==> src/hdl/bis_pkg.sv <==
`timescale 1ns / 1ps
`default_nettype none
// ----------------------------------------------------------------------------
// Bilinear image sampler package
// Shared sizes, transaction types and fixed-point helpers for the sampler.
// ----------------------------------------------------------------------------
package bis_pkg;

  localparam int MAX_WIDTH   = 256;
  localparam int MAX_HEIGHT  = 256;
  localparam int COL_W       = $clog2(MAX_WIDTH);
  localparam int ROW_W       = $clog2(MAX_HEIGHT);
  localparam int STORE_DEPTH = MAX_WIDTH * MAX_HEIGHT;
  localparam int ADDR_W      = $clog2(STORE_DEPTH);

  localparam int CH_W      = 16;
  localparam int PIX_W     = 3 * CH_W;
  localparam int COORD_W   = 16;
  localparam int FRAC_W    = 12;
  localparam int POS_SHIFT = FRAC_W + 3;
  localparam int PU_W      = COORD_W + COL_W;
  localparam int PV_W      = COORD_W + ROW_W;
  localparam int WGT_W     = 2 * (FRAC_W + 1);
  localparam int ACC_W     = WGT_W + 1 + CH_W;
  localparam int OUT_W     = 13;
  localparam int CFG_W     = 9;
  localparam int CFG_IDX_W = 8;

  localparam int ONE_Q12   = 4096;
  localparam int COORD_LIM = 16384;
  localparam int RND_BIT   = 23;
  localparam int RES_SHIFT = 24;

  localparam int CQ_DEPTH = 4;
  localparam int CQ_AW    = $clog2(CQ_DEPTH);
  localparam int RQ_DEPTH = 4;
  localparam int RQ_AW    = $clog2(RQ_DEPTH);

  localparam logic CMD_LOAD   = 1'b0;
  localparam logic CMD_SAMPLE = 1'b1;

  localparam logic [CFG_IDX_W-1:0] REG_IMAGE_WIDTH  = CFG_IDX_W'(0);
  localparam logic [CFG_IDX_W-1:0] REG_IMAGE_HEIGHT = CFG_IDX_W'(1);

  typedef struct packed {
    logic                      cmd;
    logic [7:0]                pix_col;
    logic [7:0]                pix_row;
    logic signed [CH_W-1:0]    red_in;
    logic signed [CH_W-1:0]    green_in;
    logic signed [CH_W-1:0]    blue_in;
    logic signed [COORD_W-1:0] coord_u;
    logic signed [COORD_W-1:0] coord_v;
    logic                      last_in;
  } in_t;

  typedef struct packed {
    logic [OUT_W-1:0] red_out;
    logic [OUT_W-1:0] green_out;
    logic [OUT_W-1:0] blue_out;
    logic             last_out;
  } out_t;

  typedef struct packed {
    logic              is_sample;
    logic [ADDR_W-1:0] addr;
    logic [PIX_W-1:0]  pix;
    logic [COL_W-1:0]  x0;
    logic [COL_W-1:0]  x1;
    logic [ROW_W-1:0]  y0;
    logic [ROW_W-1:0]  y1;
    logic [FRAC_W-1:0] fx;
    logic [FRAC_W-1:0] fy;
    logic              last;
  } cq_t;

  // Register value minus one, with zero read as one and large values capped.
  function automatic int clamp_m1(logic [CFG_W-1:0] v, int maxv);
    int s;
    s = int'(v);
    if (s < 1) s = 1;
    if (s > maxv) s = maxv;
    return s - 1;
  endfunction

  // Clamped coordinate offset into the range 0..32768.
  function automatic logic [COORD_W-1:0] map_coord(logic signed [COORD_W-1:0] c);
    logic signed [COORD_W:0] s;
    s = (COORD_W + 1)'(c) + (COORD_W + 1)'(COORD_LIM);
    if (c < -(COORD_W)'(COORD_LIM)) s = '0;
    else if (c > (COORD_W)'(COORD_LIM)) s = (COORD_W + 1)'(2 * COORD_LIM);
    return s[COORD_W-1:0];
  endfunction

  // Round half up to Q12 and clamp to zero..one.
  function automatic logic [OUT_W-1:0] finish_ch(logic signed [ACC_W-1:0] acc);
    logic signed [ACC_W:0]   r;
    logic [ACC_W-RES_SHIFT:0] q;
    logic [OUT_W-1:0]         res;
    r = (ACC_W + 1)'(acc) + (ACC_W + 1)'(1 << RND_BIT);
    q = r[ACC_W:RES_SHIFT];
    if (r[ACC_W]) res = '0;
    else if (q > (ACC_W - RES_SHIFT + 1)'(ONE_Q12)) res = OUT_W'(ONE_Q12);
    else res = q[OUT_W-1:0];
    return res;
  endfunction

endpackage
`default_nettype wire

==> src/hdl/bis_resq.sv <==
`timescale 1ns / 1ps
`default_nettype none
// ----------------------------------------------------------------------------
// Sampler result queue
// Holds finished samples until they are taken on the result side.
// ----------------------------------------------------------------------------
module bis_resq (
  input  wire logic          clk,
  input  wire logic          rst,
  input  wire logic          push,
  input  wire bis_pkg::out_t din,
  input  wire logic          pop,
  output bis_pkg::out_t      dout,
  output logic               empty
);
  import bis_pkg::*;

  out_t             mem [RQ_DEPTH];
  logic [RQ_AW-1:0] wp;
  logic [RQ_AW-1:0] rp;
  logic [RQ_AW:0]   cnt;

  assign empty = (cnt == '0);
  assign dout  = mem[rp];

  always_ff @(posedge clk) begin
    if (rst) begin
      wp  <= '0;
      rp  <= '0;
      cnt <= '0;
    end else begin
      if (push) begin
        wp <= (wp == RQ_AW'(RQ_DEPTH - 1)) ? '0 : wp + RQ_AW'(1);
      end
      if (pop) begin
        rp <= (rp == RQ_AW'(RQ_DEPTH - 1)) ? '0 : rp + RQ_AW'(1);
      end
      if (push && !pop) begin
        cnt <= cnt + (RQ_AW + 1)'(1);
      end else if (pop && !push) begin
        cnt <= cnt - (RQ_AW + 1)'(1);
      end
    end
  end

  always_ff @(posedge clk) begin
    if (push) begin
      mem[wp] <= din;
    end
  end

endmodule
`default_nettype wire

==> config.mk <==
export PLATFORM = sky130hd
export DESIGN_NAME = bis_resq
export DESIGN_NICKNAME = d
export VERILOG_FILES = /design/src/hdl/bis_pkg.sv /design/src/hdl/bis_resq.sv
export SDC_FILE = /design/constraint.sdc
export NUM_CORES = 1
export LEC_CHECK = 0
export BUFFER_PORTS_ARGS = -buffer_cell sky130_fd_sc_hd__buf_2
export CAP_MARGIN = 20
export CORE_ASPECT_RATIO = 0.75
export CORE_MARGIN = 1.5
export CORE_UTILIZATION = 40
export DETAILED_ROUTE_END_ITERATION = 8
export PLACE_DENSITY = 0.71
export SLEW_MARGIN = 10
export SYNTH_ARGS = -nofsm -noshare
export SYNTH_HDL_FRONTEND = slang
export SYNTH_SLANG_ARGS = --single-unit
==> constraint.sdc <==
create_clock -name clk -period 2.95 [get_ports clk]
set_clock_uncertainty 0.15 [all_clocks]
set_input_delay 0.1475 -clock clk [delete_from_list [all_inputs] [get_ports clk]]
set_output_delay 0.1475 -clock clk [all_outputs]
set_load 0.05 [all_outputs]
; ---- Word level (Yosys, flattened, before mapping)
; Memory sizes are Yosys's and may differ from the RTL's. A register that Yosys moved wholly into a read port is not among the register bits.
; Index checks and enable logic that the tools add are counted.
[totals]
regBits = 7
latchBits = 0
ramBits = 160
mem_bits_ro = 0
input_bits = 44
out_inout_bits = 41
memories = 1
[classes]
n_addsub = 4
mul = 0
n_div = 0
magnitude_cmp = 0
eq_ne = 2
shift = 0
n_mux = 8
bitwise = 0
n_reduce_logical = 6
[mem_list]
columns = name, words, word_bits, read_ports, rd_clocked_by_memory_dff, wr, line
row1 = mem, 4, 40, 1, 1, 1, bis_resq.sv:18  ; out_t mem [RQ_DEPTH];
[ops]
columns = op, n
row1 = $mux 2, 4
row2 = $mux 3, 2
row3 = $add 2x1->2 const B, 2
row4 = $eq 2x2->1 const B, 2
row5 = $add 3x1->3 const B, 1
row6 = $logic_not 3->1, 1
row7 = $sub 3x1->3 const B, 1
row8 = $logic_and 1x1->1, 2
row9 = $logic_not 1->1, 2
row10 = $mux 1, 2
row11 = $reduce_bool 2->1, 1

; ---- Logic depth before layout (Yosys ltp)
[depth]
word_depth = 4
ltp_mapped = 7
mapped_depth_nobuf = 7

; ---- Worst setup path before layout
; No wires, ideal clock.
[synth_path]
path_type = reg-to-reg
from = reg wp[0]
to = mem mem[3][0] (netlist name) (enable)
setup_ns = 0.401
arrival_ns = 1.519
required_ns = 2.399
path_slack_ns = 0.880
stages_incl_launch_ff = 3
path_buffers = 0
period_less_slack_ns = 2.070
path_cell_list = dfxtp_1 -> ha_1 -> and2_1
[synth_rtl]
columns = element, line
row1 = start: declaration, bis_resq.sv:19  ; logic [RQ_AW-1:0] wp;
row2 = start signal: assignment, bis_resq.sv:33  ; wp <= (wp == RQ_AW'(RQ_DEPTH - 1)) ? '0 : wp + RQ_AW'(1);
row3 = end: declaration, bis_resq.sv:18
; No word-level cell before the write port.

==> flow_metrics.py <==
metrics = {
    "drt": {
        "avgRoutedWirePerCell_um": 18.00,
        "drt_iter0_markers": 200,
        "dr_wl_met2_um": 5267,
        "via_per_inst": 4.813,
        "vias": 2984,
        "top_layer": "met4",
        "drtAntennaViolNets": 0,
        "wl_met3_um": 536,
        "first_pass_iters": 4,
        "routed_wl_um": 11160,
        "drc": 0,
        "wl_met1_um": 5159,
    },
    "timing": {
        "maxSlewViolCount": 0,
        "rsz0062_at_grt": "no",
        "max_freq_mhz": 408.6,
        "worstMarginPinSlew_ns": 0.6128,
        "post-route-period-util_pct": 82.96,
        "slew_headroom_pct": 59.15,
        "tns_ns": 0,
        "finalHoldViolations": 0,
        "fin_crit_ns": 2.447,
        "setup_viol": 0,
    },
    "clocking": {
        "clkSlewWorstSetupHoldPaths_ns": 0.06,
        "htreeDepth": 4,
        "ctsResizeCount": 0,
        "cts_buffers": 17,
        "worstSkewPairLatency_ns": 0.42,
        "cts_root_buffer": "clkbuf_16",
        "clk_path_buf_depth": 2,
        "cts_tree": "built",
        "post-cts-setup-buffers": 0,
        "cts_num_sinks": 169,
    },
    "pwr": {
        "vdd_ir_drop_max_uv": 355.5,
        "power_density_nw_per_um2": 712.4,
        "leakage_uw": 0.002757,
        "power.total_uw": 5651,
    },
    "floorplan": {
        "start_util_pct": 40.92,
        "die_area_um2": 16390,
        "die_y_um": 111.3,
        "rows": 39,
        "die_x_um": 147.3,
        "pin_count": 85,
        "coreArea_um2": 15270,
    },
    "placement": {
        "place_inst": 544,
        "hpwl_um": 7093,
        "placed_area_um2": 6915,
        "gp_congestion": 0.6842,
        "numPortBuffers": 84,
    },
    "synthesis": {
        "synth.avg_cell_area_um2": 24.80,
        "ys_types": 18,
        "synth_seq_area_share_pct": 79.76,
        "yosys_most_used_dff": "edfxtp_1",
        "yosys-top-cells-count": "edfxtp_1, mux4_2, dfxtp_1, nor2_1, ha_1",
        "async_reset_ff_share_pct": 0,
        "netlist_area_um2": 6250,
        "yosysTopAreaCellShare_pct": 76.88,
        "yosys_register_bits": 169,
        "synth_edf_count": 160,
        "synth_fp_nets": 303,
        "synth_largest_area_cell": "edfxtp_1",
        "synthCells": 252,
        "synthMostInstantiatedCell": "edfxtp_1",
        "synth_warnings": 0,
        "synthTopCellsByArea": "edfxtp_1, mux4_2, dfxtp_1",
    },
    "setup_path": {
        "crit_type": "reg2out",
        "endpoint_kind": "primary output",
        "critPathLaunchType": "register",
        "crit_required_ns": 2.65,
        "max_stage_delay_ns": 0.61,
        "critPathMaxFanout": 21,
        "slowest_stage": "dfxtp_4",
        "crit_arrival_ns": 2.15,
        "cp_cell_sequence": "buf_4, mux4_2, buf_2",
    },
    "final_layout": {
        "num-fill-cells": 1216,
        "fin_cells": 620,
        "drive_gt1_share_pct": 41.20,
        "antenna_cells": 0,
        "final_area_um2": 7933,
        "syn2layout_area_growth_pct": 26.93,
        "fin_nets": 453,
    },
    "grt": {
        "grt_max_degree": 41,
        "grt_remaining_overflow": 0,
        "grt_pass1_vias": 3275,
        "grt_pass1_wl_um": 18150,
        "track_usage_pct": 15.27,
        "antenna_found_initial": 0,
    },
    "job": {
        "max-cap-violations": 0,
    },
    "hold_path": {
        "hp-class": "in2reg",
    },
    "outcome": {
        "outcome": "complete, no violations",
    },
}
[path summary, 6_finish.rpt]
kind	from	end	slack (ns)	depth (start not counted)
worst max-delay path	register	dout[12]	0.50	3
worst min-delay path	din[6]	mem[1][6]$_DFFE_PP_	0.32	2
worst max register to register	wp[0]$_SDFFE_PP0P_	mem[2][3]$_DFFE_PP_	1.02	4
worst min register to register	cnt[2]$_SDFFE_PP0P_	cnt[2]$_SDFFE_PP0P_	0.36	2
[cell type report]
cell class	count	area, um2	share of cell area, %
clock buffer	18	429.2	5.410
inverter	4	15.01	0.1893
multi-input combinational	70	1144	14.42
sequential	169	4990	62.90
tap	205	256.5	3.233
clock inverter	14	147.6	1.861
timing repair buffer	140	950.9	11.99
[registers in the layout, summed over array words and instances (netlist names), named ones only]
register and count:
cnt 3, mem 160, rp 2, wp 2
[stage by stage]
step	worst slack, ns	utilization (%)	hold slack [ns]
floorplan	0.8799	-	0.06657
global placement	0.9367	45.28	0.2073
detailed placement	0.8809	45.28	0.2151
CTS	0.4280	51.94	0.3026
global route	0.3513	51.94	0.3219
finish	0.5027	51.94	0.3246
[repair_timing]
| item | in CTS | in global routing |
|---|---|---|
| setup endpoints to repair | 0 | 0 |
| hold buffers | 44 | 0 |
| hold endpoints to repair | 169 | 0 |
[logic make-up (layout without fill, tap and decap cells)]
family / after synthesis / in the layout / share of synthesized area, %
AO/OA/AOI/OAI: 3 / 3 / 0.2402
adder cells (fa/ha/maj): 7 / 7 / 1.522
buffers and inverters: 13 / 176 / 2.022
multiplexers: 44 / 44 / 15.06
flip-flops: 169 / 169 / 79.76
AND/OR/NAND/NOR: 14 / 14 / 1.121
XOR/XNOR: 2 / 2 / 0.2803
[cell usage in the layout, fill, tap and decap left out, types with 2 or more instances in the layout]
cell | netlist | layout
clkinvlp_4 | 0 | 2
buf_4 | 0 | 12
clkinv_2 | 0 | 2
bufinv_16 | 0 | 2
clkinv_4 | 0 | 3
clkinv_1 | 0 | 2
inv_6 | 0 | 2
dfxtp_1 | 9 | 7
a21oi_1 | 2 | 2
mux4_2 | 40 | 40
buf_2 | 4 | 84
nor2_1 | 7 | 7
xor2_1 | 2 | 2
inv_1 | 4 | 4
ha_1 | 6 | 6
and2_2 | 0 | 4
edfxtp_1 | 160 | 160
clkbuf_16 | 0 | 17
mux2i_1 | 4 | 4
dlygate4sd3_1 | 0 | 44
[power by group]
group | internal [uW] | switching, uW | total [uW]
Clock | 1250 | 883 | 2130
Combinational | 250 | 482 | 732
Sequential | 2740 | 42.9 | 2790
Total | 4240 | 1410 | 5650
[critical path: cells and delay by family, from the launching register on]
family                 cells  cell delay [ns]
buffers and inverters      2             0.56
DFF                        1             0.61
muxes                      1             0.54
[routing by layer]
layer	track usage (%)	vias up
met4	7.200	0
met5	0	-
met3	4.650	18
met1	20.69	1532
met2	22.69	68
li1	-	1366
Note: power is estimated with default switching activity, not from simulation.
