## config.mk

```make
export PLATFORM = sky130hd
export DESIGN_NAME = bis_front
export DESIGN_NICKNAME = d
export VERILOG_FILES = /design/src/hdl/bis_pkg.sv /design/src/hdl/bis_front.sv
export SDC_FILE = /design/constraint.sdc
export NUM_CORES = 1
export LEC_CHECK = 0
export BUFFER_PORTS_ARGS = -buffer_cell sky130_fd_sc_hd__buf_2
export CORE_UTILIZATION = 60
export DETAILED_ROUTE_END_ITERATION = 7
export HOLD_SLACK_MARGIN = 0.15
export PLACE_DENSITY = 0.86
export SLEW_MARGIN = 20
export SYNTH_ARGS = -nofsm -noshare
export SYNTH_HDL_FRONTEND = slang
export SYNTH_SLANG_ARGS = --single-unit
```

## constraint.sdc

```tcl
create_clock -name clk -period 17.22 [get_ports clk]
set_clock_uncertainty 0.1 [all_clocks]
set_input_delay 4.305 -clock clk [delete_from_list [all_inputs] [get_ports clk]]
set_output_delay 4.305 -clock clk [all_outputs]
set_load 0.02 [all_outputs]
```

## src/hdl/bis_pkg.sv

```systemverilog
`timescale 1ns / 1ps
`default_nettype none
// ----------------------------------------------------------------------------
// Bilinear image sampler package
// Shared sizes, transaction types and fixed-point helpers for the sampler.
// ----------------------------------------------------------------------------
package bis_pkg;

  localparam int MAX_WIDTH   = 256;
  localparam int MAX_HEIGHT  = 256;
  localparam int COL_W       = $clog2(MAX_WIDTH);
  localparam int ROW_W       = $clog2(MAX_HEIGHT);
  localparam int STORE_DEPTH = MAX_WIDTH * MAX_HEIGHT;
  localparam int ADDR_W      = $clog2(STORE_DEPTH);

  localparam int CH_W      = 16;
  localparam int PIX_W     = 3 * CH_W;
  localparam int COORD_W   = 16;
  localparam int FRAC_W    = 12;
  localparam int POS_SHIFT = FRAC_W + 3;
  localparam int PU_W      = COORD_W + COL_W;
  localparam int PV_W      = COORD_W + ROW_W;
  localparam int WGT_W     = 2 * (FRAC_W + 1);
  localparam int ACC_W     = WGT_W + 1 + CH_W;
  localparam int OUT_W     = 13;
  localparam int CFG_W     = 9;
  localparam int CFG_IDX_W = 8;

  localparam int ONE_Q12   = 4096;
  localparam int COORD_LIM = 16384;
  localparam int RND_BIT   = 23;
  localparam int RES_SHIFT = 24;

  localparam int CQ_DEPTH = 4;
  localparam int CQ_AW    = $clog2(CQ_DEPTH);
  localparam int RQ_DEPTH = 4;
  localparam int RQ_AW    = $clog2(RQ_DEPTH);

  localparam logic CMD_LOAD   = 1'b0;
  localparam logic CMD_SAMPLE = 1'b1;

  localparam logic [CFG_IDX_W-1:0] REG_IMAGE_WIDTH  = CFG_IDX_W'(0);
  localparam logic [CFG_IDX_W-1:0] REG_IMAGE_HEIGHT = CFG_IDX_W'(1);

  typedef struct packed {
    logic                      cmd;
    logic [7:0]                pix_col;
    logic [7:0]                pix_row;
    logic signed [CH_W-1:0]    red_in;
    logic signed [CH_W-1:0]    green_in;
    logic signed [CH_W-1:0]    blue_in;
    logic signed [COORD_W-1:0] coord_u;
    logic signed [COORD_W-1:0] coord_v;
    logic                      last_in;
  } in_t;

  typedef struct packed {
    logic [OUT_W-1:0] red_out;
    logic [OUT_W-1:0] green_out;
    logic [OUT_W-1:0] blue_out;
    logic             last_out;
  } out_t;

  typedef struct packed {
    logic              is_sample;
    logic [ADDR_W-1:0] addr;
    logic [PIX_W-1:0]  pix;
    logic [COL_W-1:0]  x0;
    logic [COL_W-1:0]  x1;
    logic [ROW_W-1:0]  y0;
    logic [ROW_W-1:0]  y1;
    logic [FRAC_W-1:0] fx;
    logic [FRAC_W-1:0] fy;
    logic              last;
  } cq_t;

  // Register value minus one, with zero read as one and large values capped.
  function automatic int clamp_m1(logic [CFG_W-1:0] v, int maxv);
    int s;
    s = int'(v);
    if (s < 1) s = 1;
    if (s > maxv) s = maxv;
    return s - 1;
  endfunction

  // Clamped coordinate offset into the range 0..32768.
  function automatic logic [COORD_W-1:0] map_coord(logic signed [COORD_W-1:0] c);
    logic signed [COORD_W:0] s;
    s = (COORD_W + 1)'(c) + (COORD_W + 1)'(COORD_LIM);
    if (c < -(COORD_W)'(COORD_LIM)) s = '0;
    else if (c > (COORD_W)'(COORD_LIM)) s = (COORD_W + 1)'(2 * COORD_LIM);
    return s[COORD_W-1:0];
  endfunction

  // Round half up to Q12 and clamp to zero..one.
  function automatic logic [OUT_W-1:0] finish_ch(logic signed [ACC_W-1:0] acc);
    logic signed [ACC_W:0]   r;
    logic [ACC_W-RES_SHIFT:0] q;
    logic [OUT_W-1:0]         res;
    r = (ACC_W + 1)'(acc) + (ACC_W + 1)'(1 << RND_BIT);
    q = r[ACC_W:RES_SHIFT];
    if (r[ACC_W]) res = '0;
    else if (q > (ACC_W - RES_SHIFT + 1)'(ONE_Q12)) res = OUT_W'(ONE_Q12);
    else res = q[OUT_W-1:0];
    return res;
  endfunction

endpackage
`default_nettype wire

```

## src/hdl/bis_front.sv

```systemverilog
`timescale 1ns / 1ps
`default_nettype none
// ----------------------------------------------------------------------------
// Sampler front end
// Holds the size registers, accepts transactions, scales sample coordinates
// into pixel space and hands neighbour indices or load addresses onward.
// ----------------------------------------------------------------------------
module bis_front (
  input  wire logic                          clk,
  input  wire logic                          rst,
  input  wire logic                          push,
  input  wire bis_pkg::in_t                  in_data,
  output logic                               full,
  input  wire logic                          cfg_valid,
  output logic                               cfg_ready,
  input  wire logic [bis_pkg::CFG_IDX_W-1:0] cfg_index,
  input  wire logic [bis_pkg::CFG_W-1:0]     cfg_data,
  output logic                               q_push,
  output bis_pkg::cq_t                       q_data,
  input  wire logic                          q_full
);
  import bis_pkg::*;

  logic [COL_W-1:0]  w_m1;
  logic [ROW_W-1:0]  h_m1;
  logic              f_vld;
  logic              f_sample;
  logic              f_last;
  logic [ADDR_W-1:0] f_addr;
  logic [PIX_W-1:0]  f_pix;
  logic [PU_W-1:0]   f_pu;
  logic [PV_W-1:0]   f_pv;
  logic              accept;
  logic              load_ok;
  logic [COL_W-1:0]  x0;
  logic [ROW_W-1:0]  y0;

  assign cfg_ready = 1'b1;
  assign full      = f_vld & q_full;
  assign accept    = push & ~full;
  assign load_ok   = (int'(in_data.pix_col) < MAX_WIDTH) &&
                     (int'(in_data.pix_row) < MAX_HEIGHT);

  always_ff @(posedge clk) begin
    if (rst) begin
      w_m1  <= COL_W'(clamp_m1(CFG_W'(256), MAX_WIDTH));
      h_m1  <= ROW_W'(clamp_m1(CFG_W'(256), MAX_HEIGHT));
      f_vld <= 1'b0;
    end else begin
      if (cfg_valid && cfg_index == REG_IMAGE_WIDTH) begin
        w_m1 <= COL_W'(clamp_m1(cfg_data, MAX_WIDTH));
      end
      if (cfg_valid && cfg_index == REG_IMAGE_HEIGHT) begin
        h_m1 <= ROW_W'(clamp_m1(cfg_data, MAX_HEIGHT));
      end
      if (accept) begin
        f_vld <= (in_data.cmd == CMD_SAMPLE) | load_ok;
      end else if (q_push) begin
        f_vld <= 1'b0;
      end
    end
  end

  always_ff @(posedge clk) begin
    if (accept) begin
      f_sample <= (in_data.cmd == CMD_SAMPLE);
      f_last   <= in_data.last_in;
      f_pix    <= {in_data.red_in, in_data.green_in, in_data.blue_in};
      f_addr   <= ADDR_W'(int'(in_data.pix_row) * MAX_WIDTH + int'(in_data.pix_col));
      f_pu     <= PU_W'(map_coord(in_data.coord_u)) * PU_W'(w_m1);
      f_pv     <= PV_W'(map_coord(in_data.coord_v)) * PV_W'(h_m1);
    end
  end

  assign q_push = f_vld & ~q_full;
  assign x0     = f_pu[POS_SHIFT +: COL_W];
  assign y0     = f_pv[POS_SHIFT +: ROW_W];

  always_comb begin
    q_data.is_sample = f_sample;
    q_data.addr      = f_addr;
    q_data.pix       = f_pix;
    q_data.x0        = x0;
    q_data.x1        = (x0 == w_m1) ? x0 : x0 + COL_W'(1);
    q_data.y0        = y0;
    q_data.y1        = (y0 == h_m1) ? y0 : y0 + ROW_W'(1);
    q_data.fx        = f_pu[3 +: FRAC_W];
    q_data.fy        = f_pv[3 +: FRAC_W];
    q_data.last      = f_last;
  end

endmodule
`default_nettype wire

```

After elaboration in Yosys (flattened, before gate mapping)

Index checks and enable logic that the tools add are counted.

Multipliers: 2
Eq/ne operators: 3
Bitwise operators: 5
Reductions and logical operators: 4
Muxes and demuxes: 21
Add/subtract/negate cells: 7
Magnitude comparators: 7

Operators by type and width:

| kind                                                          | number |
|---|---|
| 2-to-1 mux 32 bit                                             | 4 |
| 2-to-1 mux 16 bit                                             | 6 |
| > comparator 32 x 10 -> 1 bit (second input constant)         | 2 |
| 2-to-1 mux 8 bit                                              | 8 |
| multiplier 16 x 8 -> 23 bit                                   | 2 |
| adder 16 bit (second input constant)                          | 2 |
| > comparator 16 bit (second input constant)                   | 2 |
| less-than comparator 16 x 15 -> 1 bit (second input constant) | 2 |
| adder 16 x 8 -> 16 bit                                        | 1 |
| adder 8 x 1 -> 8 bit (second input constant)                  | 2 |
| == test 8 bit                                                 | 2 |
| subtractor 8 x 2 -> 8 bit (second input constant)             | 2 |
| less-than comparator 9 x 1 -> 1 bit (second input constant)   | 1 |
| 2-to-1 mux 9 bit                                              | 1 |
| == test 8 x 1 -> 1 bit (second input constant)                | 1 |
| logical NOT 8 bit                                             | 1 |
| bitwise AND 1 bit                                             | 3 |
| logical AND 1 bit                                             | 2 |
| 2-to-1 mux 1 bit                                              | 2 |
| NOT 1 bit                                                     | 2 |
| nonzero test 2 bit                                            | 1 |

Bits of input ports: 120
Logic and storage cells: 58
Register bits after elaboration: 129

Longest topological paths before layout

Depth in word-level cells: 9
Gate-level depth with buffers: 23

Worst setup path before layout

No wires, ideal clock.

Kind: in2reg
Start: in q_full
End: reg f_addr[0] (enable)
Path slack: 7.316 ns
Data arrival time: 9.222 ns
Buffers on the path: 0
Setup time: 0.582 ns
Required time: 16.538 ns
Cell stages on the path: 2
Cells stage by stage: and2_1 > nor2b_1

Cells in the longest elaborated chain, start to end: 3

RTL lines:

| what                 | line            | RTL |
|---|---|---|
| start, declared      | bis_front.sv:20 | `input wire logic q_full` |
| bitwise AND 1 bit    | bis_front.sv:39 | `assign full = f_vld & q_full;` |
| NOT 1 bit            | bis_front.sv:40 | `assign accept = push & ~full;` |
| bitwise AND 1 bit    | bis_front.sv:40 |  |
| via accept           | bis_front.sv:33 | `logic accept;` |
| end signal, assigned | bis_front.sv:69 | `f_addr <= ADDR_W'(int'(in_data.pix_row) * MAX_WIDTH + int'(in_data.pix_col));` |
| end, declared        | bis_front.sv:29 | `logic [ADDR_W-1:0] f_addr;` |

The timed path passes the listed nets, and every way through them passes these cells.
A chain may end at the register's enable or synchronous reset.

Final worst setup path

Start: in in_data[17] (netlist name)
End: reg f_pu[22] (data pin)

Cells in the longest elaborated chain, start to end: 5

RTL lines:

| what                                                       | line                         | RTL |
|---|---|---|
| start, declared                                            | bis_front.sv:12              | `input wire bis_pkg::in_t in_data,` |
| adder 16 bit / > comparator 16 bit (equally long branches) | bis_pkg.sv:89, bis_pkg.sv:91 |  |
| 2-to-1 mux 16 bit                                          | bis_pkg.sv:91                | `else if (c > (COORD_W)'(COORD_LIM)) s = (COORD_W + 1)'(2 * COORD_LIM);` |
| 2-to-1 mux 16 bit *                                        | bis_pkg.sv:90                | `if (c < -(COORD_W)'(COORD_LIM)) s = '0;` |
| 2-to-1 mux 16 bit *                                        | bis_front.sv:65              | `if (accept) begin` |
| multiplier 16 x 8 -> 23 bit *                              | bis_front.sv:70              | `f_pu <= PU_W'(map_coord(in_data.coord_u)) * PU_W'(w_m1);` |
| end signal, assigned                                       | bis_front.sv:70              |  |
| end, declared                                              | bis_front.sv:31              | `logic [PU_W-1:0] f_pu;` |

Mark *: on every way between the ends. The rest lies on a longest branch, timed or not. The select of a mux whose other input is x is not followed.

==> metrics.md <==
| Metric | Value |
|---|---|
| Status | `finished, final reports clean` |
| Layout area overhead | `15.7%` |
| Via Count | `9,689` |
| Net switching power figure | `1.16 mW` |
| Clk network pwr share | `0.137` |
| CTS tree | `yes` |
| Post-synth top flop | `edfxtp_1` |
| # DRC | `0` |
| Worst setup SP type | `primary input` |
| Die Wd | `146 um` |
| Postcts setup bufs | `0` |
| Die height | `146 um` |
| Routed Antenna Nets | `0` |
| Die area | `21,300 sq um` |
| Post-Syn Instances | `1,193` |
| Core area | `20,300 sq um` |
| Layout cells sized above 1 | `0.203` |
| Max Cap Viol | `0` |
| Pin count of the biggest net entering global routing | `92` |
| FF+latch count, synth | `123` |
| CP Cell Sequence | `buf_2 -> nor4_1 -> nand4_1 -> a21oi_4 -> buf_4 -> and3_1 -> fa_1 -> fa_1 -> fa_1 -> inv_1 -> fa_1 -> inv_1 -> ha_1 -> a21oi_1 -> nand2_1 -> o21ai_1 -> o31ai_1 -> a211o_1 -> a21oi_1 -> xnor2_1` |
| M3 GR Usage | `0.0528` |
| Asr flop ratio synth | `0` |
| Synth cell types | `58` |
| Met2 global-route usage | `0.525` |
| Worst Setup SP | `in_data[17]` |
| Endpoint class of the critical path | `register` |
| Fin nets | `1,774` |
| Crit path max fanout | `56` |
| R2R setup slack | `11.71 ns` |
| Syn Nets | `1,562` |
| Slowest-stage cell, CP | `a21oi_4` |
| Pre-CTS setup slack | `6.74 ns` |
| Worst slew pin tran | `0.914 ns` |
| Wire per inst | `18.9 um` |
| Internal power | `1.32 mW` |
| Worst setup path class | `primary input to register` |
| Final Hold Vio Count | `0` |
| IO Pins | `245` |
| Max-slew violations | `0` |
| Vias in the first global route | `9,652` |
| Number of synthesized flops with an enable pin | `106` |
| Slew margin rel. | `0.391` |
| Gate power share | `0.655` |
| Drt pass-1 iters | `7` |
| CTS buffer count | `17` |
| Crit path time final | `10.12 ns` |
| Most used cell, CP | `fa_1` |
| Resized Gates After CTS | `0` |
| Final setup fails | `0` |
| Slowest stage delay, CP | `0.57 ns` |
| Seq pwr share | `0.208` |
| Global routing's busiest layer | `met2` |
| PortBufs | `243` |
| Area share of the largest cell type after synthesis | `0.267` |
| Unrepaired setup endpoints after global routing | `no` |
| Worst hold-check path type | `register to register` |
| Max Root-Sink Buffers | `2` |
| RR Endpoint | `f_pv[22]` |
| Max Freq | `98.8 MHz` |
| Grt ovf | `0` |
| Worst vdd rail ir drop | `0.000132 V` |
| First-pass GRT wire length | `51,500 um` |
| Worst-path clk slew | `0.06 ns` |
| Mapped Area | `12,400 sq um` |
| Sw Ratio | `0.467` |
| Fillcell total | `1,507` |
| Fin crit share | `0.588` |
| FF-to-FF Start | `h_m1[4]` |
| Synth top area cells | `fa_1 27%, edfxtp_1 26%, and3_1 8.6%` |
| CTS Root Cell | `clkbuf_16` |
| Ys Warns | `0` |
| Worst Path Required | `17.27 ns` |
| Met1 GRT Util | `0.410` |
| Yosys top cell by area | `fa_1` |
| Global Route Usage Sum | `0.315` |
| Final setup TNS | `0 ns` |
| Dpl hpwl | `25,100 um` |
| Worst-Skew Late Latency | `0.41 ns` |
| FF-to-FF path depth | `17` |
| Placer Congestion | `0.978` |
| Mean post-synth cell area | `10.4 sq um` |
| Leak pwr | `7.15 nW` |
| Most common library cells after synthesis | `177 x inv_1, 171 x and3_1, 166 x fa_1, 106 x edfxtp_1, 83 x ha_1` |
| Seq/Total Area, Yosys | `0.283` |
| CP Capture Point | `f_pu[22]` |
| Vias per inst | `5.72` |
| Row cnt | `52` |
| Initial DRC Count | `891` |
| Most common cell in the netlist | `inv_1` |
| Post-route setup slack | `7.10 ns` |
| Pwr/cell area | `172 nW/um^2` |
| Hold-fix buffers, CTS | `0` |
| WP data arrival | `10.17 ns` |
| Initial antenna violation count | `7` |
| CTS HTree Levels | `4` |
| Initial Util | `0.613` |
| Final WL | `32,000 um` |
| CTS Sinks | `123` |
-- per-stage QoR --
step	hold slack, ns	instances	power (mW)	util	cell area, sq um
6_report	0.584	1694	2.48	0.710	14400
3_3_place_gp	0.538	1656	2.05	0.681	13800
5_1_grt	0.649	1692	2.69	0.709	14400
4_1_cts	0.575	1688	2.48	0.709	14400
2_1_floorplan	0.405	1193	1.69	-	12400
3_5_place_dp	0.561	1656	2.11	0.681	13800
-- layout by cell type (no fill, tap or decap), types with 3 or more instances in the layout --
cell and n:
a211o_1 11, a211oi_1 4, a21o_1 10, a21oi_1 30, and2_1 40, and3_1 171, and4_1 4, buf_2 243
buf_4 4, clkbuf_16 17, clkinv_2 3, clkinv_4 4, dfxtp_1 17, diode_2 6, edfxtp_1 106, fa_1 166
ha_1 83, inv_1 177, inv_6 3, nand2_1 78, nand2b_1 4, nand3_1 7, nand4_1 9, nor2_1 47
nor2b_1 12, nor3_1 3, nor4_1 11, o211ai_1 3, o21a_1 6, o21ai_0 10, o21ai_1 14, o31a_1 3
o31ai_1 3, xnor2_1 40, xor2_1 33
-- cells by family (layout without fill, tap and decap cells) --
family / after synthesis / after routing / synth area share
and+or+nand+nor: 400 / 400 / 0.180
muxes: 2 / 2 / 0.00181
adders and majority gates: 249 / 249 / 0.351
other: 1 / 7 / 0.000301
buffers and inverters: 231 / 456 / 0.0723
DFF: 123 / 123 / 0.283
xor gates and xnor gates: 73 / 73 / 0.0514
AOI/OAI and AO/OA: 114 / 114 / 0.0606
-- cell type report --
type,instances,area (sq um),share of cell area
multi-input cells,839,8050,0.559
inverters,177,664,0.0461
clock inverters,14,136,0.00947
clock buffers,18,429,0.0298
repair buffers,247,1250,0.0865
well taps,270,338,0.0235
diodes,6,15.0,0.00104
flip-flops and latches,123,3520,0.245
-- power by group through the flow --
stage / Combinational [mW] / Sequential, mW / Clock, mW
after CTS: 1.62 / 0.516 / 0.344
after floorplan: 1.12 / 0.574 / 0
after global placement: 1.53 / 0.519 / 0
after detailed placement: 1.59 / 0.520 / 0
final: 1.62 / 0.517 / 0.340
after global routing: 1.81 / 0.521 / 0.358
-- flip-flops by register name (all words and copies together) (netlist names) --
register  cells
f_pv         20
f_addr       16
f_vld         1
f_last        1
f_sample      1
f_pu         20
h_m1          8
f_pix        48
w_m1          8
-- worst min path at each step --
stage	start	to	cells after the start
after floorplan	h_m1[6]	h_m1[6]	1
after global placement	f_vld	f_vld	3
after detailed placement	f_vld	f_vld	3
after CTS	f_vld	f_vld	3
after global routing	f_vld	f_vld	3
final	f_vld	f_vld	3
-- layer usage --
layer / routed length, um / vias up
li1: - / 4426
met1: 12600 / 4712
met2: 15800 / 475
met3: 2500 / 74
met4: 1070 / 2
met5: 13 / -
-- worst max-delay path: cells and delay by family --
family                   cells  cell delay (ns)
buffers and inverters        4             0.71
XOR/XNOR                     1             0.08
adder cells (fa/ha/maj)      5             2.36
AO/OA/AOI/OAI                6             1.80
AND/OR/NAND/NOR              4             0.89
(Power assumes the default switching activity.)
