File: src/hdl/bis_pkg.sv
`timescale 1ns / 1ps
`default_nettype none
// ----------------------------------------------------------------------------
// Bilinear image sampler package
// Shared sizes, transaction types and fixed-point helpers for the sampler.
// ----------------------------------------------------------------------------
package bis_pkg;

  localparam int MAX_WIDTH   = 256;
  localparam int MAX_HEIGHT  = 256;
  localparam int COL_W       = $clog2(MAX_WIDTH);
  localparam int ROW_W       = $clog2(MAX_HEIGHT);
  localparam int STORE_DEPTH = MAX_WIDTH * MAX_HEIGHT;
  localparam int ADDR_W      = $clog2(STORE_DEPTH);

  localparam int CH_W      = 16;
  localparam int PIX_W     = 3 * CH_W;
  localparam int COORD_W   = 16;
  localparam int FRAC_W    = 12;
  localparam int POS_SHIFT = FRAC_W + 3;
  localparam int PU_W      = COORD_W + COL_W;
  localparam int PV_W      = COORD_W + ROW_W;
  localparam int WGT_W     = 2 * (FRAC_W + 1);
  localparam int ACC_W     = WGT_W + 1 + CH_W;
  localparam int OUT_W     = 13;
  localparam int CFG_W     = 9;
  localparam int CFG_IDX_W = 8;

  localparam int ONE_Q12   = 4096;
  localparam int COORD_LIM = 16384;
  localparam int RND_BIT   = 23;
  localparam int RES_SHIFT = 24;

  localparam int CQ_DEPTH = 4;
  localparam int CQ_AW    = $clog2(CQ_DEPTH);
  localparam int RQ_DEPTH = 4;
  localparam int RQ_AW    = $clog2(RQ_DEPTH);

  localparam logic CMD_LOAD   = 1'b0;
  localparam logic CMD_SAMPLE = 1'b1;

  localparam logic [CFG_IDX_W-1:0] REG_IMAGE_WIDTH  = CFG_IDX_W'(0);
  localparam logic [CFG_IDX_W-1:0] REG_IMAGE_HEIGHT = CFG_IDX_W'(1);

  typedef struct packed {
    logic                      cmd;
    logic [7:0]                pix_col;
    logic [7:0]                pix_row;
    logic signed [CH_W-1:0]    red_in;
    logic signed [CH_W-1:0]    green_in;
    logic signed [CH_W-1:0]    blue_in;
    logic signed [COORD_W-1:0] coord_u;
    logic signed [COORD_W-1:0] coord_v;
    logic                      last_in;
  } in_t;

  typedef struct packed {
    logic [OUT_W-1:0] red_out;
    logic [OUT_W-1:0] green_out;
    logic [OUT_W-1:0] blue_out;
    logic             last_out;
  } out_t;

  typedef struct packed {
    logic              is_sample;
    logic [ADDR_W-1:0] addr;
    logic [PIX_W-1:0]  pix;
    logic [COL_W-1:0]  x0;
    logic [COL_W-1:0]  x1;
    logic [ROW_W-1:0]  y0;
    logic [ROW_W-1:0]  y1;
    logic [FRAC_W-1:0] fx;
    logic [FRAC_W-1:0] fy;
    logic              last;
  } cq_t;

  // Register value minus one, with zero read as one and large values capped.
  function automatic int clamp_m1(logic [CFG_W-1:0] v, int maxv);
    int s;
    s = int'(v);
    if (s < 1) s = 1;
    if (s > maxv) s = maxv;
    return s - 1;
  endfunction

  // Clamped coordinate offset into the range 0..32768.
  function automatic logic [COORD_W-1:0] map_coord(logic signed [COORD_W-1:0] c);
    logic signed [COORD_W:0] s;
    s = (COORD_W + 1)'(c) + (COORD_W + 1)'(COORD_LIM);
    if (c < -(COORD_W)'(COORD_LIM)) s = '0;
    else if (c > (COORD_W)'(COORD_LIM)) s = (COORD_W + 1)'(2 * COORD_LIM);
    return s[COORD_W-1:0];
  endfunction

  // Round half up to Q12 and clamp to zero..one.
  function automatic logic [OUT_W-1:0] finish_ch(logic signed [ACC_W-1:0] acc);
    logic signed [ACC_W:0]   r;
    logic [ACC_W-RES_SHIFT:0] q;
    logic [OUT_W-1:0]         res;
    r = (ACC_W + 1)'(acc) + (ACC_W + 1)'(1 << RND_BIT);
    q = r[ACC_W:RES_SHIFT];
    if (r[ACC_W]) res = '0;
    else if (q > (ACC_W - RES_SHIFT + 1)'(ONE_Q12)) res = OUT_W'(ONE_Q12);
    else res = q[OUT_W-1:0];
    return res;
  endfunction

endpackage
`default_nettype wire

File: src/hdl/bis_cmdq.sv
`timescale 1ns / 1ps
`default_nettype none
// ----------------------------------------------------------------------------
// Sampler command queue
// Short queue between the front end and the back end.
// ----------------------------------------------------------------------------
module bis_cmdq (
  input  wire logic         clk,
  input  wire logic         rst,
  input  wire logic         push,
  input  wire bis_pkg::cq_t din,
  output logic              full,
  input  wire logic         pop,
  output bis_pkg::cq_t      dout,
  output logic              empty
);
  import bis_pkg::*;

  cq_t              mem [CQ_DEPTH];
  logic [CQ_AW-1:0] wp;
  logic [CQ_AW-1:0] rp;
  logic [CQ_AW:0]   cnt;

  assign full  = (cnt == (CQ_AW + 1)'(CQ_DEPTH));
  assign empty = (cnt == '0);
  assign dout  = mem[rp];

  always_ff @(posedge clk) begin
    if (rst) begin
      wp  <= '0;
      rp  <= '0;
      cnt <= '0;
    end else begin
      if (push) begin
        wp <= (wp == CQ_AW'(CQ_DEPTH - 1)) ? '0 : wp + CQ_AW'(1);
      end
      if (pop) begin
        rp <= (rp == CQ_AW'(CQ_DEPTH - 1)) ? '0 : rp + CQ_AW'(1);
      end
      if (push && !pop) begin
        cnt <= cnt + (CQ_AW + 1)'(1);
      end else if (pop && !push) begin
        cnt <= cnt - (CQ_AW + 1)'(1);
      end
    end
  end

  always_ff @(posedge clk) begin
    if (push) begin
      mem[wp] <= din;
    end
  end

endmodule
`default_nettype wire

File: config.mk
export PLATFORM = sky130hd
export DESIGN_NAME = bis_cmdq
export DESIGN_NICKNAME = d
export VERILOG_FILES = /design/src/hdl/bis_pkg.sv /design/src/hdl/bis_cmdq.sv
export SDC_FILE = /design/constraint.sdc
export NUM_CORES = 1
export LEC_CHECK = 0
export BUFFER_PORTS_ARGS = -buffer_cell sky130_fd_sc_hd__clkbuf_2
export CORE_MARGIN = 2
export CORE_UTILIZATION = 40
export CTS_BUF_LIST = sky130_fd_sc_hd__clkbuf_2
export DETAILED_ROUTE_END_ITERATION = 16
export PLACE_DENSITY = 0.67
export SETUP_SLACK_MARGIN = 0.5
export SLEW_MARGIN = 20
export SYNTH_ARGS = -nofsm -noshare
export SYNTH_HDL_FRONTEND = slang
export SYNTH_SLANG_ARGS = --single-unit
File: constraint.sdc
create_clock -name clk -period 8.9 [get_ports clk]
set_clock_uncertainty 0.2 [all_clocks]
set_input_delay 0.445 -clock clk [delete_from_list [all_inputs] [get_ports clk]]
set_output_delay 0.445 -clock clk [all_outputs]
set_load 0.02 [all_outputs]
Word level (Yosys, flattened, before mapping)
Memory sizes are Yosys's and may differ from the RTL's. A register that Yosys moved wholly into a read port is not among the register bits.
Index checks and enable logic that the tools add are counted.
- reductions and logical operators: 6
- equal/unequal tests: 3
- add/subtract/negate cells: 4
- multiplexer cells: 8
- operators by type and width (cell ; number):
    $mux W2 ; 4
    $mux W3 ; 2
    $add A2 B1 Y2 const B ; 2
    $eq A2 B2 Y1 const B ; 2
    $add A3 B1 Y3 const B ; 1
    $eq A3 B3 Y1 const B ; 1
    $logic_not A3 Y1 ; 1
    $sub A3 B1 Y3 const B ; 1
    $logic_and A1 B1 Y1 ; 2
    $logic_not A1 Y1 ; 2
    $mux W1 ; 2
    $reduce_bool A2 Y1 ; 1
- RAM bits: 488
- register bits: 7
- input port bits: 126
- memories kept: 1
- output and inout bits: 124
- memory list (memory ; depth ; bits a word ; rd ports ; clocked after Yosys merged registers in ; wr ports ; line ; text):
    mem ; 4 ; 122 ; 1 ; 1 ; 1 ; bis_cmdq.sv:19 ; cq_t mem [CQ_DEPTH];

Depth between registers and ports, before layout
Gate-level depths: netlist (run 1).
- depth in word-level cells: 4
- depth in mapped cells: 7
- depth with buffers taken out: 7

Worst setup path after synthesis (run 1)
No wires, ideal clock.
- path kind: reg2reg
- from: register wp[0]
- to: memory mem[3][0] (netlist bit), enable pin
- path slack: 4.858 ns
- buffers on the path: 0
- required time: 8.205 ns
- data arrival time: 3.347 ns
- clock period less this slack: 4.042 ns
- library setup time: 0.495 ns
- stages on the path, launching flop included: 3
- path through: dfxtp_1 > ha_1 > and2_1
- RTL lines (element ; line ; text):
    start, declared ; bis_cmdq.sv:20 ; logic [CQ_AW-1:0] wp;
    start signal, assigned ; bis_cmdq.sv:35 ; wp <= (wp == CQ_AW'(CQ_DEPTH - 1)) ? '0 : wp + CQ_AW'(1);
    end, declared ; bis_cmdq.sv:19 ;
Straight into the memory's write port.

==> qor.yml, run 1 <==
status: "finished, final reports clean"
total_power_mw: 4.69
die_area_mm2: 0.0469
hp-class: "reg -> reg"
cts_made_buffers: 117
hold_violations: 0
antenna_found_initial: 4
die_h_um: 217
p_leak_nw: 8.29
final_common_cell: "edfxtp_1"
cap_violations: 0
rows: 77
syn_area_mm2: 0.0181
avgSynthCellArea_um2: 26.5
required_ns: 8.26
wire_per_inst_um: 18.9
criticalPathCategory: "reg -> out"
grt_pass1_vias: 10500
critPathLaunchType: "register"
fmax_ghz: 0.260
syn-num-nets: 815
crit_cells: 3
cp_num_buf_inv: 2
via_count: 9351
fp.dieW_um: 217
rsz0062_at_grt: "no"
holdPathStages: 2
arrival_ns: 3.21
final_cell_mix: "edfxtp_1, clkbuf_2, dlygate4sd3_1, mux4_2, clkinv_1"
drive_gt1_share_pct: 40.2
root_buffer: "clkbuf_2"
path_cells: "buf_4 > mux4_2 > clkbuf_2"
whs_ns: 0.340
final.setup.tns_ns: 0
grt_max_degree: 123
cp_slowest_cell: "dfxtp_4"
synth_cells: 682
top_layer: "met5"
first_pass_iters: 4
worst_path_dominant_cell_family: "buffers and inverters"
ir_drop_mv: 0.128
insertion_delay_ns: 1.06
io_buffer_count: 249
ctsLongestPathBuffers: 3
wl_met1_mm: 15.3
wl_mm: 37.2
post-route-period-util_pct: 43.3
boundaryPins: 250
crit_fanout: 45
r2r.worst_path.cells: 5
fillers: 3499
start_util_pct: 40.7
wl_met2_mm: 18.6
track_usage_pct: 16.3
relSlewSlack_pct: 48.2
ys_seq_area_share_pct: 82.0
post-route-min-period_ns: 3.85
p_per_area_mw_per_mm2: 199
fp.coreArea_mm2: 0.0444
ant_nets: 0
finalSetupViolations: 0
htreeDepth: 3
worst_pin_slew_ns: 0.776
cts_tree: "yes"
via_per_inst: 4.77
hpwl_mm: 20.3
clock_sinks: 497
ys_ff_latch: 497
grt_first_pass_wirelength_mm: 57.5
place_congestion: 0.699
cp-end-kind: "output port"
final_max_slew_viol_count: 0
final_nets: 1420
final_util_pct: 53.0
drc: 0
cts_resized: 0
synth_cell_type_count: 20
path_clk_slew_ns: 0.10
slowest_delay_ns: 0.74
yosys_warnings: 0
grt_overflow: 0
dr.first_iter.drc_count: 530
wl_met3_mm: 2.51
syn2layout_area_growth_pct: 30.2
[sequential cells by signal, indices dropped and copies added (netlist names), named ones only]
name  flops
mem     488
wp        2
cnt       3
rp        2
[tightest hold or removal path: stages, from the launching register on]
cell and delay [ns]:
dfxtp_1 0.33, mux2i_1 0.12, nor2_1 0.06
[kinds of logic after synthesis]
family	Yosys count	share of synthesized area, %
compound gates	3	0.0830
xor+xnor	2	0.0969
fa+ha+maj	7	0.526
buf+inv	32	1.40
flops	497	82.0
mux	126	15.4
simple gates	15	0.429
[layer usage]
metal	up-vias	GRT usage, %
met2	281	26.8
met3	56	5.25
met5	-	0
met1	4764	20.0
met4	4	6.55
li1	4246	-
[Yosys cell counts]
library cell  number  area [um^2]
edfxtp_1         488        14700
mux4_2           122         2750
buf_2             13         65.1
buf_8              9          135
dfxtp_1            9          180
nor2_1             7         26.3
ha_1               6         75.1
and2_1             4         25.0
inv_1              4         15.0
mux2i_1            4         40.0
clkbuf_1           3         11.3
a21oi_1            2         10.0
buf_4              2         15.0
nor3b_1            2         15.0
xor2_1             2         17.5
buf_6              1         11.3
fa_1               1         20.0
nor3_1             1         5.00
o21ai_0            1         5.00
or3_1              1         6.26
[cell type report]
cell class / instances / area, um^2 / share of cell area, %
flip-flops and latches: 497 / 14800 / 63.1
repair buffers: 514 / 3900 / 16.6
multi-input cells: 153 / 3000 / 12.8
clock buffers: 155 / 776 / 3.30
well taps: 592 / 741 / 3.15
clock inverters: 45 / 250 / 1.06
inverters: 4 / 15.0 / 0.0638
diodes: 2 / 5.00 / 0.0213
[final timing paths]
kind | slack (ns) | startpoint | endpoint
max reg2reg | 5.75 | wp[0] | mem[2][106]
min | 0.34 | rp[1] | register
max | 5.05 | register | dout[114]
min reg2reg | 0.34 | rp[1] | register
[stage by stage]
stage / worst slack (ns) / area [um^2] / cells
2_1_floorplan: 4.86 / 18100 / 682
3_3_place_gp: 5.61 / 19900 / 1506
3_5_place_dp: 5.58 / 19900 / 1506
4_1_cts: 4.78 / 23500 / 1959
5_1_grt: 4.74 / 23500 / 1961
6_report: 5.05 / 23500 / 1962
[where the power goes]
group | internal [mW] | total, mW | switching [mW]
clock network | 0.559 | 1.40 | 0.845
registers | 2.68 | 2.71 | 0.0295
logic | 0.261 | 0.576 | 0.315
total | 3.50 | 4.69 | 1.19
[timing repair]
action,4_1_cts,5_1_grt
hold buffers,253,0
buffers inserted,0,0
hold endpoints to repair,629,0
No activity file was read; power rests on OpenSTA's default activity.
==> inputs of run 2 (changes only) <==
- clock period: 8.9 -> 3.7 ns (I/O delays scaled with it)
==> run 2 against run 1 <==
  * The run now fails in 4_1_cts
  * Synthesized cell count unchanged
  * Synthesized area is the same
==> qor.yml, run 2 <==
synthTopCellsByCount: "edfxtp_1, mux4_2, buf_2"
root_buffer: "clkbuf_2"
status: "stopped before the end"
place_congestion: 0.734  # +5.1%
post_cts_buffers: 6  # +6
synthArstFlopShare_pct: 0  # unchanged
yosys-top-cells-area: "edfxtp_1, mux4_2, dfxtp_1"
syn-num-nets: 815  # unchanged
cts_resized: 11  # +11
error: "[ERROR RSZ-0060] Max buffer count reached."
syn_area_mm2: 0.0181  # unchanged
synth_most_common_cell: "edfxtp_1"
clock_sinks: 497  # unchanged
stop_stage: "4_1_cts"
synth_cells: 682  # unchanged
ctsLongestPathBuffers: 3  # unchanged
ys_ff_latch: 497  # unchanged
cts_made_buffers: 132  # +13%
holdBufCountCts: 350  # +38%
hpwl_mm: 20.4  # +0.47%
start_util_pct: 40.7  # unchanged
fp.dieW_um: 217  # unchanged
synth_cell_type_count: 20  # unchanged
io_buffer_count: 249  # unchanged
synth_edf_count: 488  # unchanged
ys_seq_area_share_pct: 82.0  # unchanged
synth_top_area_cell: "edfxtp_1"
synthFlopType: "edfxtp_1"
rows: 77  # unchanged
boundaryPins: 250  # unchanged
die_h_um: 217  # unchanged
avgSynthCellArea_um2: 26.5  # unchanged
yosys_warnings: 0  # unchanged
htreeDepth: 4  # +1
synth_top_area_share_pct: 81.1  # unchanged
-- run 2: cell counts after synthesis --
Identical to the previous run, type by type.
-- run 2: cell families after synthesis --
| family | after synthesis | share of synthesized area (%) |
|---|---|---|
| mux | 126 | 15.4 |
| xor+xnor | 2 | 0.0969 |
| compound gates | 3 | 0.0830 |
| flops | 497 | 82.0 |
| fa+ha+maj | 7 | 0.526 |
| simple gates | 15 | 0.429 |
| buf+inv | 32 | 1.40 |
-- run 2: per-stage QoR --
step | std cells | area (um^2) | util (%) | setup WS (ns) | hold slack, ns
after floorplan | 682 | 18100 | - | 1.00 | 0.0541
after global placement | 1509 | 20100 | 45.2 | 1.43 | 0.199
after detailed placement | 1509 | 20100 | 45.2 | 1.42 | 0.206
==> inputs of run 3 (changes only) <==
- CORE_UTILIZATION: 40 -> 25
- CTS_BUF_LIST: sky130_fd_sc_hd__clkbuf_2 -> unset
- PLACE_DENSITY: 0.67 -> unset
- PLACE_DENSITY_LB_ADDON: unset -> 0.15
- SETUP_SLACK_MARGIN: 0.5 -> unset
==> run 3 against run 2 <==
  * The run now ends clean
==> qor.yml, run 3 (synthesis gave the netlist of run 1 again) <==
p_leak_nw: 7.93
drc: 0
die_area_mm2: 0.0745
worst_pin_slew_ns: 0.735
post-route-min-period_ns: 2.89
final.setup.tns_ns: 0
hpwl_mm: 24.1  # +18%
via_count: 8568
htreeDepth: 2  # -2
top_layer: "met5"
cts_resized: 0  # -11
path_clk_slew_ns: 0.06
fp.dieW_um: 273  # +26%
top_regs: "mem: 488 flops, cnt: 3 flops"
critPathLaunchType: "register"
largest_reg_flops: 488
drive_gt1_share_pct: 40.8
n_antenna_cell: 0
rows: 98  # +27%
post_cts_buffers: 0  # -6
layout.cells.non_filler: 2101
slowest_delay_ns: 0.77
place_congestion: 0.680  # -7.4%
wl_mm: 40.2
clock_sinks: 497  # unchanged
rsz0062_at_grt: "no"
cp-end-kind: "output port"
root_buffer: "clkbuf_16"
final_max_slew_viol_count: 0
finalSetupViolations: 0
p_per_area_mw_per_mm2: 552
post-route-period-util_pct: 78.0
crit_fanout: 28
syn2layout_area_growth_pct: 30.5
grt_first_pass_wirelength_mm: 60.2
final_nets: 1246
final_cell_mix: "edfxtp_1, clkbuf_2, dlygate4sd3_1, mux4_2, clkbuf_16"
track_usage_pct: 10.8
fin_area_mm2: 0.0236
boundaryPins: 250  # unchanged
cts_made_buffers: 56  # -58%
regMostFlops: "mem"
antenna_found_initial: 1
holdBufCountCts: 126  # -64%
fp.coreArea_mm2: 0.0715
insertion_delay_ns: 0.59
path_cells: "buf_4 > mux4_2 > clkbuf_2"
fmax_ghz: 0.346
io_buffer_count: 249  # unchanged
via_per_inst: 4.08
criticalPathCategory: "reg -> out"
die_h_um: 273  # +26%
cts_tree: "yes"
required_ns: 3.31
grt_pass1_vias: 9469
grt_overflow: 0
relSlewSlack_pct: 51.0
start_util_pct: 25.3  # -15 points
place_area_mm2: 0.0206  # +2.7%
first_pass_iters: 4
place_inst: 1879  # +25%
arrival_ns: 2.50
cap_violations: 0
ir_drop_mv: 0.312
wire_per_inst_um: 19.1
wl_met3_mm: 2.43
final_common_cell: "edfxtp_1"
dr.first_iter.drc_count: 425
cp_slowest_cell: "dfxtp_4"
hold_violations: 0
status: "finished, final reports clean"
total_power_mw: 13.0
wl_met1_mm: 18.3
ctsLongestPathBuffers: 3  # unchanged
wl_met2_mm: 18.6
ant_nets: 0
grt_max_degree: 78
hp-class: "in -> reg"
==> run 3: power by group <==
part           internal (mW)  leakage, nW  switching [mW]
registers               6.45         4.56          0.0846
clock network           3.07        0.824            2.11
logic                  0.565         2.54           0.750
total                   10.1         7.93            2.95
==> run 3: layout make-up <==
class / instances / area [um^2]
fillers: 6850 / 47900
repair buffers: 401 / 2850
multi-input cells: 153 / 3000
flip-flops and latches: 497 / 14800
clock buffers: 72 / 1480
clock inverters: 24 / 218
well taps: 950 / 1190
inverters: 4 / 15.0
==> run 3: path summary, 6_finish.rpt <==
| path | start | endpoint | slack (ns) | depth (start not counted) |
|---|---|---|---|---|
| max | register | dout[99] | 0.81 | 3 |
| min reg2reg | rp[0] | register | 0.35 | 2 |
| min | din[117] | mem[2][117] | 0.15 | 2 |
| max reg2reg | cnt[0] | cnt[2] | 1.49 | 5 |
==> run 3: critical path, delay by kind of cell, from the launching register on <==
kind	cells	cell delay, ns
buffers and inverters	2	0.57
multiplexers	1	0.55
flip-flops	1	0.77
==> run 3: metal layers <==
| layer | vias to the layer above | GRT usage, % |
|---|---|---|
| li1 | 3821 | - |
| met1 | 4476 | 14.6 |
| met2 | 201 | 17.0 |
| met3 | 68 | 3.07 |
| met4 | 2 | 3.38 |
| met5 | - | 0 |
==> run 3: stage by stage <==
step / util, % / hold slack [ns] / setup slack [ns]
floorplan: - / 0.0541 / 1.00
global placement: 28.9 / 0.205 / 1.32
detailed placement: 28.9 / 0.206 / 1.30
CTS: 33.0 / 0.0888 / 0.645
global route: 33.0 / 0.110 / 0.574
finish: 33.0 / 0.145 / 0.813
